$ cat src/hw/rtl/msp_pkg.sv
`timescale 1ns / 1ps
// ----------------------------------------------------------------------------
// msp_pkg: shared types and constants of the melody string parser
// Character codes, event kinds, parse phases and the note letter decode.
// ----------------------------------------------------------------------------
package msp_pkg;

	// event kinds
	localparam logic [1:0] KIND_TONE  = 2'd0;
	localparam logic [1:0] KIND_PAUSE = 2'd1;
	localparam logic [1:0] KIND_END   = 2'd2;
	localparam logic [1:0] KIND_ERROR = 2'd3;

	// character codes
	localparam logic [7:0] CH_NUL   = 8'h00;
	localparam logic [7:0] CH_0     = 8'h30;
	localparam logic [7:0] CH_9     = 8'h39;
	localparam logic [7:0] CH_COMMA = 8'h2C;
	localparam logic [7:0] CH_MINUS = 8'h2D;
	localparam logic [7:0] CH_SHARP = 8'h23;
	localparam logic [7:0] CH_LT    = 8'h3C;
	localparam logic [7:0] CH_GT    = 8'h3E;
	localparam logic [7:0] CH_T     = 8'h74;
	localparam logic [7:0] CH_P     = 8'h70;

	localparam int          TB_W       = 10;
	localparam logic [5:0]  OCTAVE     = 6'd12;
	localparam logic [TB_W-1:0] TB_RESET = 10'd20;

	// config register indexes
	localparam logic REG_DEFAULT_TB = 1'b0;

	// parse phases, one-hot
	typedef enum logic [6:0] {
		PH_START       = 7'b0000001,
		PH_TB_FIRST    = 7'b0000010,
		PH_TB_DIG      = 7'b0000100,
		PH_PAUSE_FIRST = 7'b0001000,
		PH_PAUSE_DIG   = 7'b0010000,
		PH_NOTE_MOD    = 7'b0100000,
		PH_NOTE_DIG    = 7'b1000000
	} phase_t;

	typedef struct packed {
		logic       hit;
		logic [5:0] note;
	} letter_t;

	// note letter to base index of the middle octave
	function automatic letter_t note_of_letter(input logic [7:0] c);
		letter_t r;
		r.hit = 1'b1;
		unique case (c)
			8'h63: r.note = 6'd12; // c
			8'h64: r.note = 6'd14; // d
			8'h65: r.note = 6'd16; // e
			8'h66: r.note = 6'd17; // f
			8'h67: r.note = 6'd19; // g
			8'h61: r.note = 6'd21; // a
			8'h62: r.note = 6'd22; // b
			8'h68: r.note = 6'd23; // h
			default: begin
				r.hit  = 1'b0;
				r.note = 6'd0;
			end
		endcase
		return r;
	endfunction

endpackage

$ cat src/hw/rtl/melody_string_parser.sv
`timescale 1ns / 1ps
// ----------------------------------------------------------------------------
// melody_string_parser: tune text to tone / pause / end / error events
// Parses one character per cycle unless stalled; emits at most one event per character.
// ----------------------------------------------------------------------------
//
// Channel   Dir  Handshake              Payload
// input     in   in_valid / in_stall    character[7:0]
// result    out  out_valid / out_stall  event_kind, note_index, on_time, off_time
// config    in   APB psel/penable       default_timebase at byte address 0
//
// Flow: a request is taken into the input register, then decoded against
// the parse state; its event (if any) is registered into the output register
// as the character leaves. One character per cycle while nothing stalls.
// The longest path is the accumulator times time base multiply feeding the
// x7 / x8 scaling of the event times.
// Stalls: the input register moves on whenever the character gives no event
// or the output register is empty or draining; in_stall rises only while a
// character holding an event waits behind a stalled result.
// Reset clears control state, the parse phase and the time base (to 20).
// ----------------------------------------------------------------------------
module melody_string_parser
	import msp_pkg::*;
#(
	parameter int NOTE_COUNT = 36,
	parameter int NUMBER_MAX = 999
) (
	input  logic        clk,
	input  logic        arst_n,
	// characters
	input  logic        in_valid,
	output logic        in_stall,
	input  logic [7:0]  character,
	// events
	output logic        out_valid,
	input  logic        out_stall,
	output logic [1:0]  event_kind,
	output logic [5:0]  note_index,
	output logic [22:0] on_time,
	output logic [19:0] off_time,
	// configuration
	input  logic        psel,
	input  logic        penable,
	input  logic        pwrite,
	input  logic [1:0]  paddr,
	input  logic [31:0] pwdata,
	output logic [31:0] prdata,
	output logic        pready
);

	localparam int ACC_W  = $clog2(NUMBER_MAX + 1);
	localparam int PROD_W = ACC_W + TB_W;
	localparam int WIDE_W = (PROD_W + 3 > 23) ? PROD_W + 3 : 23;
	localparam logic [ACC_W-1:0] ACC_MAX  = ACC_W'(NUMBER_MAX);
	localparam logic [6:0]       NOTE_TOP = 7'(NOTE_COUNT - 1);
	localparam logic [1:0]       ADDR_DEFAULT_TB = 2'(4 * REG_DEFAULT_TB);

	// config register
	logic [TB_W-1:0] default_tb_q;

	// input register
	logic       s1_valid_s1;
	logic [7:0] char_s1;

	// parse state
	phase_t          phase_q, phase_d;
	logic [TB_W-1:0] tb_q, tb_d;
	logic [ACC_W-1:0] acc_q, acc_d;
	logic [5:0]      note_q, note_d;

	// output register
	logic        out_valid_q;
	logic [1:0]  kind_q;
	logic [5:0]  note_out_q;
	logic [22:0] on_q;
	logic [19:0] off_q;

	// decode
	logic        emit;
	logic [1:0]  kind_d;
	logic [5:0]  note_out_d;
	logic [22:0] on_d;
	logic [19:0] off_d;
	logic        advance;

	logic             is_dig;
	logic [3:0]       dig_val;
	logic [ACC_W+3:0] acc_mac;
	logic [ACC_W-1:0] acc_step;
	logic [ACC_W-1:0] acc_first;
	letter_t          letter;
	logic [6:0]       note_up1, note_up12;
	logic [PROD_W-1:0] prod;
	logic [WIDE_W-1:0] prod_w, on_pause_w, on_tone_w;

	// ---------------- configuration port ----------------
	assign pready = 1'b1;
	assign prdata = (paddr == ADDR_DEFAULT_TB) ? 32'(default_tb_q) : 32'd0;

	always_ff @(posedge clk or negedge arst_n) begin
		if (!arst_n) begin
			default_tb_q <= TB_RESET;
		end else if (psel && penable && pwrite && pready) begin
			// single register: every address decodes to it
			default_tb_q <= pwdata[TB_W-1:0];
		end
	end

	// ---------------- input register ----------------
	assign advance  = s1_valid_s1 && (!emit || !out_valid_q || !out_stall);
	assign in_stall = s1_valid_s1 && !advance;

	always_ff @(posedge clk or negedge arst_n) begin
		if (!arst_n) begin
			s1_valid_s1 <= 1'b0;
		end else if (in_valid && !in_stall) begin
			s1_valid_s1 <= 1'b1;
		end else if (advance) begin
			s1_valid_s1 <= 1'b0;
		end
	end

	always_ff @(posedge clk) begin
		if (in_valid && !in_stall) begin
			char_s1 <= character;
		end
	end

	// ---------------- datapath ----------------
	assign is_dig    = (char_s1 >= CH_0) && (char_s1 <= CH_9);
	assign dig_val   = 4'(char_s1 - CH_0);
	assign acc_mac   = (ACC_W+4)'(acc_q) * (ACC_W+4)'(10) + (ACC_W+4)'(dig_val);
	assign acc_step  = (acc_mac > (ACC_W+4)'(ACC_MAX)) ? ACC_MAX : acc_mac[ACC_W-1:0];
	assign acc_first = ACC_W'(dig_val);
	assign letter    = note_of_letter(char_s1);
	assign note_up1  = 7'(note_q) + 7'd1;
	assign note_up12 = 7'(note_q) + 7'(OCTAVE);

	// n * time_base, then x8 for pauses and x7 for tones
	assign prod       = PROD_W'(acc_q) * PROD_W'(tb_q);
	assign prod_w     = WIDE_W'(prod);
	assign on_pause_w = prod_w << 3;
	assign on_tone_w  = on_pause_w - prod_w;

	always_comb begin
		phase_d    = phase_q;
		tb_d       = tb_q;
		acc_d      = acc_q;
		note_d     = note_q;
		emit       = 1'b0;
		kind_d     = KIND_ERROR;
		note_out_d = 6'd0;
		on_d       = 23'd0;
		off_d      = 20'd0;

		if (char_s1 == CH_NUL) begin
			phase_d = PH_START;
			acc_d   = '0;
			tb_d    = default_tb_q;
			emit    = 1'b1;
			kind_d  = KIND_END;
		end else begin
			unique case (phase_q)
				PH_START: begin
					if (char_s1 == CH_T) begin
						phase_d = PH_TB_FIRST;
						acc_d   = '0;
					end else if (char_s1 == CH_P) begin
						phase_d = PH_PAUSE_FIRST;
						acc_d   = '0;
					end else if (char_s1 == CH_COMMA) begin
						// lone comma is dropped
					end else if (letter.hit) begin
						note_d  = letter.note;
						acc_d   = '0;
						phase_d = PH_NOTE_MOD;
					end else begin
						emit = 1'b1;
					end
				end
				PH_TB_FIRST, PH_PAUSE_FIRST: begin
					if (is_dig) begin
						acc_d   = acc_first;
						phase_d = (phase_q == PH_TB_FIRST) ? PH_TB_DIG : PH_PAUSE_DIG;
					end else begin
						emit = 1'b1;
					end
				end
				PH_TB_DIG: begin
					if (is_dig) begin
						acc_d = acc_step;
					end else if (char_s1 == CH_COMMA) begin
						tb_d    = TB_W'(acc_q);
						acc_d   = '0;
						phase_d = PH_START;
					end else begin
						emit = 1'b1;
					end
				end
				PH_PAUSE_DIG: begin
					if (is_dig) begin
						acc_d = acc_step;
					end else begin
						// terminator is any non-digit other than NUL and is consumed
						acc_d   = '0;
						phase_d = PH_START;
						emit    = 1'b1;
						kind_d  = KIND_PAUSE;
						on_d    = on_pause_w[22:0];
					end
				end
				PH_NOTE_MOD: begin
					if (is_dig) begin
						acc_d   = acc_first;
						phase_d = PH_NOTE_DIG;
					end else if (char_s1 == CH_MINUS) begin
						note_d = (note_q != 6'd0) ? note_q - 6'd1 : 6'd0;
					end else if (char_s1 == CH_LT) begin
						note_d = (note_q > OCTAVE) ? note_q - OCTAVE : 6'd0;
					end else if (char_s1 == CH_SHARP) begin
						note_d = (note_up1 > NOTE_TOP) ? NOTE_TOP[5:0] : note_up1[5:0];
					end else if (char_s1 == CH_GT) begin
						note_d = (note_up12 > NOTE_TOP) ? NOTE_TOP[5:0] : note_up12[5:0];
					end else begin
						emit = 1'b1;
					end
				end
				PH_NOTE_DIG: begin
					if (is_dig) begin
						acc_d = acc_step;
					end else if (char_s1 == CH_COMMA) begin
						acc_d      = '0;
						phase_d    = PH_START;
						emit       = 1'b1;
						kind_d     = KIND_TONE;
						note_out_d = note_q;
						on_d       = on_tone_w[22:0];
						off_d      = prod_w[19:0];
					end else begin
						emit = 1'b1;
					end
				end
				default: begin
					emit = 1'b1;
				end
			endcase

			// errors drop the command
			if (emit && kind_d == KIND_ERROR) begin
				phase_d = PH_START;
				acc_d   = '0;
			end
		end
	end

	// ---------------- parse state ----------------
	always_ff @(posedge clk or negedge arst_n) begin
		if (!arst_n) begin
			phase_q <= PH_START;
			tb_q    <= TB_RESET;
			acc_q   <= '0;
			note_q  <= 6'd0;
		end else if (advance) begin
			phase_q <= phase_d;
			tb_q    <= tb_d;
			acc_q   <= acc_d;
			note_q  <= note_d;
		end
	end

	// ---------------- output register ----------------
	always_ff @(posedge clk or negedge arst_n) begin
		if (!arst_n) begin
			out_valid_q <= 1'b0;
		end else if (advance && emit) begin
			out_valid_q <= 1'b1;
		end else if (!out_stall) begin
			out_valid_q <= 1'b0;
		end
	end

	always_ff @(posedge clk) begin
		if (advance && emit) begin
			kind_q     <= kind_d;
			note_out_q <= note_out_d;
			on_q       <= on_d;
			off_q      <= off_d;
		end
	end

	assign out_valid  = out_valid_q;
	assign event_kind = kind_q;
	assign note_index = note_out_q;
	assign on_time    = on_q;
	assign off_time   = off_q;

`ifndef SYNTHESIS
	a_err_returns_start: assert property (@(posedge clk) disable iff (!arst_n)
		advance && emit && kind_d == KIND_ERROR |=> phase_q == PH_START && acc_q == '0)
		else $error("error event did not return parser to start");

	a_end_reloads_tb: assert property (@(posedge clk) disable iff (!arst_n)
		advance && char_s1 == CH_NUL |=> tb_q == $past(default_tb_q) && phase_q == PH_START)
		else $error("end of tune did not reload time base");

	a_note_range: assert property (@(posedge clk) disable iff (!arst_n)
		7'(note_q) <= NOTE_TOP)
		else $error("note index beyond table");

	a_acc_sat: assert property (@(posedge clk) disable iff (!arst_n)
		acc_q <= ACC_MAX)
		else $error("number accumulator above saturation limit");

	a_nontone_fields: assert property (@(posedge clk) disable iff (!arst_n)
		out_valid_q && kind_q != KIND_TONE |-> note_out_q == 6'd0 && off_q == 20'd0)
		else $error("non-tone event carries tone fields");
`endif

endmodule

$ cat config.mk
export PLATFORM = sky130hd
export DESIGN_NAME = melody_string_parser
export DESIGN_NICKNAME = d
export VERILOG_FILES = /design/src/hw/rtl/msp_pkg.sv /design/src/hw/rtl/melody_string_parser.sv
export SDC_FILE = /design/constraint.sdc
export NUM_CORES = 1
export LEC_CHECK = 0
export BUFFER_PORTS_ARGS = -buffer_cell sky130_fd_sc_hd__buf_2
export CORE_ASPECT_RATIO = 0.6
export CORE_MARGIN = 2
export CORE_UTILIZATION = 30
export CTS_CLUSTER_SIZE = 8
export DETAILED_ROUTE_END_ITERATION = 8
export REMOVE_ABC_BUFFERS = 1
export SYNTH_ARGS = -nofsm -noshare
export SYNTH_HDL_FRONTEND = slang
export SYNTH_SLANG_ARGS = --single-unit
$ cat constraint.sdc
create_clock -name clk -period 6.8 [get_ports clk]
set_input_delay 1.36 -clock clk [delete_from_list [all_inputs] [get_ports clk]]
set_output_delay 1.36 -clock clk [all_outputs]
set_load 0.02 [all_outputs]
==> results.yml, run 1 <==
detailed_routing:
  wl_met3_mm: 1.74
  dr.pass1.iters: 5
  antenna_left: 0
  via_per_inst: 4.89
  wl_mm: 26.6
  routedWlPerCell_um: 15.1
  top_layer: "met4"
  m1WireLength_mm: 13.9
  wl_met2_mm: 10.8
  remaining_drc_errors: 0
  vias: 8604
  drt_iter0_drc: 733
critical_path:
  rr_endpoint: "on_time[22]"
  start_kind: "flop"
  r2r_slack_ns: 0.11
  required_ns: 6.92
  r2r-start: "tb_q[6]"
  r2r_cells: 24
  worstSetupEndpointType: "flop"
  crit_path_max_fanout: 6
  path_class: "flop to flop"
  cp-startpoint: "tb_q[6]"
  cp-endpoint: "on_time[22]"
  arrival_ns: 6.80
global_routing:
  track_usage_pct: 14.7
  grt_start_max_net_pins: 51
  antenna_found_initial: 0
  grt.overflow.total: 0
  grt_pass1_vias: 8198
  grt_pass1_wl_mm: 43.0
timing:
  finalHoldViolations: 0
  drv_slew: 0
  rsz0062_at_grt: "true"
  fmax_mhz: 150
  period_share_pct: 98.3
  max_slew_margin_pct: 28.3
  tightest_slew_ns: 1.08
  period_minus_slack_ns: 6.69
  setup_viol_count_final: 0
  skew_ns: 0.0108
  fin_tns_setup_ns: 0
logic_synthesis:
  synthAdderAreaFrac_pct: 24.0
  seq_area_frac_synth_pct: 27.7
  synthSimpleGateAreaFrac_pct: 18.0
  synth_top_family_by_area: "adder cells"
  yosysTopAreaCellShare_pct: 16.9
  ys.flop_type: "edfxtp_1"
  yosysTopAreaCell: "edfxtp_1"
  yosys-top-cells-count: "106 x inv_1, 104 x nand2_1, 98 x ha_1, 80 x and2_1, 74 x nor2_1"
  async_reset_ff_share_pct: 43.3
  synth_cell_types: 85
  ys_ff_latch: 104
  synth-edff-count: 59
  ys_warn_count: 0
  synth_area_leaders: "edfxtp_1 17%, fa_1 12%, ha_1 12%"
  synthCells: 1149
  synth_most_common_cell: "inv_1"
  synth_compound_area_share_pct: 15.8
  synthMuxAreaShare_pct: 2.81
  synth_xor_area_share_pct: 4.01
  syn_area_um2: 10500
  synth.avg_cell_area_um2: 9.13
power_and_ir_drop:
  p_sw_uw: 802
  leakagePower_uw: 0.00599
  vdd_drop_max_mv: 0.130
  swShare_pct: 36.9
  pwr-share-comb_pct: 29.9
  power.total_uw: 2170
  powerDensity_nw_per_um2: 171
  p_int_uw: 1370
  pwr-share-clk_pct: 27.8
  power_frac_seq_pct: 42.3
floorplan:
  start_util_pct: 30.8
  core_um2: 34100
  dieArea_um2: 36500
  die_y_um: 149
  pin_count: 135
  die_width_um: 245
  rows: 52
clock_network:
  path_clk_slew_ns: 0.08
  ctsHoldBuffers: 0
  htree_levels: 3
  cts_root_buf: "clkbuf_16"
  cts_tree: "done"
  clkSinkCount: 104
  clock_latency_ns: 0.38
  numCtsBuffers: 9
  cts_buffer_depth: 2
placement:
  dpl-instance-area_um2: 11900
  hpwlAfterDp_mm: 20.5
  gp_congestion: 0.875
  port_buffers: 89
cells_and_area:
  antenna_cells: 0
  design_area_um2: 12700
  syn2layout_area_growth_pct: 21.5
  fin_nets: 1508
  drive_gt1_share_pct: 23.5
run:
  cap_violations: 0
status:
  status: "completed"
min_path:
  hp-class: "flop to flop"
==> per-stage QoR <==
stage               util, %  instances  hold slack [ns]  setup slack, ns
global placement       34.8       1730            0.552           -0.199
CTS                    36.4       1752            0.574          0.00294
floorplan                 -       1093            0.493           0.0660
detailed placement     34.8       1730            0.562           -0.226
finish                 37.4       1761            0.584            0.114
global route           37.4       1761            0.606           -0.116
==> power by group through the flow <==
stage                     clock network (µW)  registers [µW]  logic [µW]
after global placement                     0             930         645
after floorplan                            0            1030         329
after CTS                                620             920         654
final                                    605             919         649
after global routing                     649             936         708
after detailed placement                   0             933         652
==> what timing repair did <==
action / in CTS / in global routing
buffers inserted: 6 / 10
pin swaps: 12 / 58
resized for setup: 22 / 67
setup endpoints to repair: 5 / 9
==> layout by cell type (no fill, tap or decap), types with 7 or more instances in the layout <==
master,netlist,routed
nand2_1,104,97
xor2_1,23,21
nand2b_1,18,17
nor2_1,74,73
buf_2,6,89
o21ai_1,7,10
a21o_1,21,21
conb_1,2,23
nor3_1,21,20
inv_1,106,97
a21oi_1,52,46
mux2i_1,13,13
fa_1,64,61
edfxtp_1,59,59
xnor2_1,25,24
and3_1,10,10
o21ai_0,64,57
and2_1,80,78
ha_4,0,13
o211ai_1,8,8
o22ai_1,13,13
buf_4,24,97
o21bai_1,7,7
inv_2,0,9
clkbuf_16,0,9
nor2b_1,7,7
a31oi_1,8,7
ha_1,98,83
nand4_1,8,8
nand3_1,11,11
dfrtp_1,40,37
mux2_2,11,11
==> routing by layer <==
layer,up-vias,global-route usage [%]
met4,0,2.18
met5,-,0
met3,14,2.95
met2,241,20.4
li1,4245,-
met1,4104,23.3
==> state kept, by name (all words and copies together), names as in the netlist, 2 cells and up <==
name and cells:
off_time 20, event_kind 2, phase_q 7, on_time 23, tb_q 10, default_tb_q 10
note_q 6, acc_q 10, char_s1 8, note_index 6
==> worst min-delay path by stage <==
stage / startpoint / to / depth (start not counted)
detailed placement: tb_q[4] / tb_q[4] / 2
global placement: tb_q[4] / tb_q[4] / 2
floorplan: default_tb_q[0] / default_tb_q[0] / 1
CTS: tb_q[4] / tb_q[4] / 2
finish: default_tb_q[7] / default_tb_q[7] / 1
global route: default_tb_q[7] / default_tb_q[7] / 1
==> logic make-up after synthesis <==
logic type | count (synthesis)
and+or+nand+nor | 369
AOI/OAI and AO/OA | 253
buffers and inverters | 183
adders and majority gates | 163
DFF | 104
xor gates and xnor gates | 48
muxes | 27
other | 2
==> area by class of cell <==
class / instances / area (µm²)
clock buffers: 9 / 225
clock inverters: 7 / 115
fillers: 3455 / 21400
inverters: 106 / 398
multi-input cells: 883 / 7260
flip-flops and latches: 104 / 2910
well taps: 459 / 574
repair buffers: 193 / 1260
==> worst max-delay path, stage by stage, from the launching register on <==
cell	delay, ns
dfrtp_2	0.46
buf_4	0.18
and2_1	0.15
fa_1	0.50
fa_1	0.57
fa_1	0.44
fa_1	0.51
ha_1	0.32
ha_1	0.31
a21o_1	0.19
or3_1	0.31
a31o_1	0.23
nand2_2	0.11
xor2_4	0.20
ha_4	0.23
a21o_1	0.17
a21o_1	0.17
a21o_1	0.21
a211oi_4	0.26
o21ai_2	0.10
o211ai_1	0.14
buf_4	0.16
o21ai_1	0.05
o31ai_1	0.35
a211oi_2	0.12
Power figures use the tool's default switching activity.
==> run 2: changes to the inputs <==
--- a/config.mk
+++ b/config.mk
@@ -8,7 +8,7 @@
 export BUFFER_PORTS_ARGS = -buffer_cell sky130_fd_sc_hd__buf_2
 export CORE_ASPECT_RATIO = 0.6
 export CORE_MARGIN = 2
-export CORE_UTILIZATION = 30
+export CORE_UTILIZATION = 25
 export CTS_CLUSTER_SIZE = 8
 export DETAILED_ROUTE_END_ITERATION = 8
 export REMOVE_ABC_BUFFERS = 1
==> results.yml, run 2 (same netlist as run 1, synthesis figures left out) <==
timing:
  finalHoldViolations: 0
  fin_ws_ns: 0.0334
  rsz0062_at_grt: "true"
  fmax_mhz: 148
  setup_viol_count_final: 0
  holdWs_ns: 0.607
  period_minus_slack_ns: 6.77
  skew_ns: 0.0136
  drv_slew: 0
  tightest_slew_ns: 1.10
  period_share_pct: 99.5
  max_slew_margin_pct: 26.6
cells_and_area:
  drive_gt1_share_pct: 22.6
  final_common_cell: "buf_4"
  final_cell_mix: "106 x buf_4, 102 x nand2_1, 100 x inv_1, 89 x ha_1, 89 x buf_2"
  syn2layout_area_growth_pct: 21.5
  antenna_cells: 0
  fin_nets: 1513
  largest_reg_flops: 23
min_path:
  hp-class: "flop to flop"
floorplan:
  dieArea_um2: 43700
  rows: 58
  start_util_pct: 25.2
  core_um2: 41700
  die_y_um: 163
  die_width_um: 268
  pin_count: 135
detailed_routing:
  dr.pass1.iters: 6
  remaining_drc_errors: 0
  vias: 8640
  antenna_left: 0
  wl_mm: 27.8
  via_per_inst: 4.60
  routedWlPerCell_um: 14.8
  drt_iter0_drc: 640
critical_path:
  path_class: "flop to flop"
  required_ns: 7.01
  path_delay_family: "adder cells"
  worstSetupEndpointType: "flop"
  cp_slowest_cell: "dfstp_2"
  arrival_ns: 6.98
  crit_path_max_fanout: 5
  cp_num_buf_inv: 8
  cpPeakStageDelay_ns: 0.56
  start_kind: "flop"
clock_network:
  path_clk_slew_ns: 0.08
  cts_tree: "done"
  clock_latency_ns: 0.38
  numCtsBuffers: 9
  cts_buffer_depth: 2
  cts_root_buf: "clkbuf_16"
  htree_levels: 3
  clkSinkCount: 104
global_routing:
  grt_start_max_net_pins: 52
  grt_pass1_vias: 8242
  track_usage_pct: 12.8
  grt_pass1_wl_mm: 44.0
  antenna_found_initial: 0
  grt.overflow.total: 0
placement:
  port_buffers: 89
  pre_cts_ws_ns: -0.330
  gp_congestion: 0.857
  hpwlAfterDp_mm: 21.6
power_and_ir_drop:
  vdd_drop_max_mv: 0.111
  powerDensity_nw_per_um2: 165
  leakagePower_uw: 0.00596
run:
  cap_violations: 0
status:
  status: "completed"
## run 2: cell type report
cell class                      count  area, µm²
Tap cell                          570        713
Multi-Input combinational cell    883       7180
Sequential cell                   104       2910
Fill cell                        4395      28900
Clock buffer                       10        229
Inverter                          106        398
Timing Repair Buffer              198       1270
Clock inverter                      6       43.8
## run 2: worst paths after layout
check                                 from              end  slack (ns)  cells after the start
max                                tb_q[2]      on_time[22]        0.03                     31
min                        default_tb_q[4]          tb_q[4]        0.61                      2
max reg2reg                        tb_q[2]      on_time[22]        0.03                     31
min reg2reg                default_tb_q[4]          tb_q[4]        0.61                      2
max in group asynchronous           arst_n         acc_q[3]        4.86                      1
min in group asynchronous           arst_n  default_tb_q[3]        1.18                      1
## run 2: metal layers
| layer | routed length (µm) | part of all wire, % | vias up | track usage (%) |
|---|---|---|---|---|
| li1 | - | - | 4245 | - |
| met1 | 15000 | 54 | 4171 | 20.1 |
| met4 | 233 | 0.84 | 0 | 2.40 |
| met3 | 1430 | 5.1 | 16 | 2.81 |
| met5 | 0 | 0 | - | 0 |
| met2 | 11200 | 40 | 208 | 17.6 |
## run 2: through the flow
stage	utilization [%]	instance area, µm²	std cells	TNS (ns)	total power, µW
after floorplan	-	10200	1093	0	1360
after global placement	28.9	12100	1846	-0.639	1590
after detailed placement	28.9	12100	1846	-0.918	1600
after CTS	30.2	12600	1872	0	2130
after global routing	30.6	12700	1877	-0.849	2210
final	30.6	12700	1877	0	2100
## run 2: tightest hold or removal path, cell delays in order, from the launching register on
cell and delay (ns):
dfstp_2 0.41, mux2i_1 0.12, o21ai_0 0.08
## run 2: repair_timing
item / in CTS / in global routing
hold buffers: 0 / 0
cloned: 0 / 0
pin swaps: 40 / 27
endpoints found under the hold margin: 0 / 0
resized for setup: 32 / 33
endpoints found under the setup margin: 5 / 5
buffers inserted: 10 / 5
## run 2: power breakdown
part	switching [µW]	internal (µW)
Combinational	444	213
Sequential	97.2	827
Clock	266	251
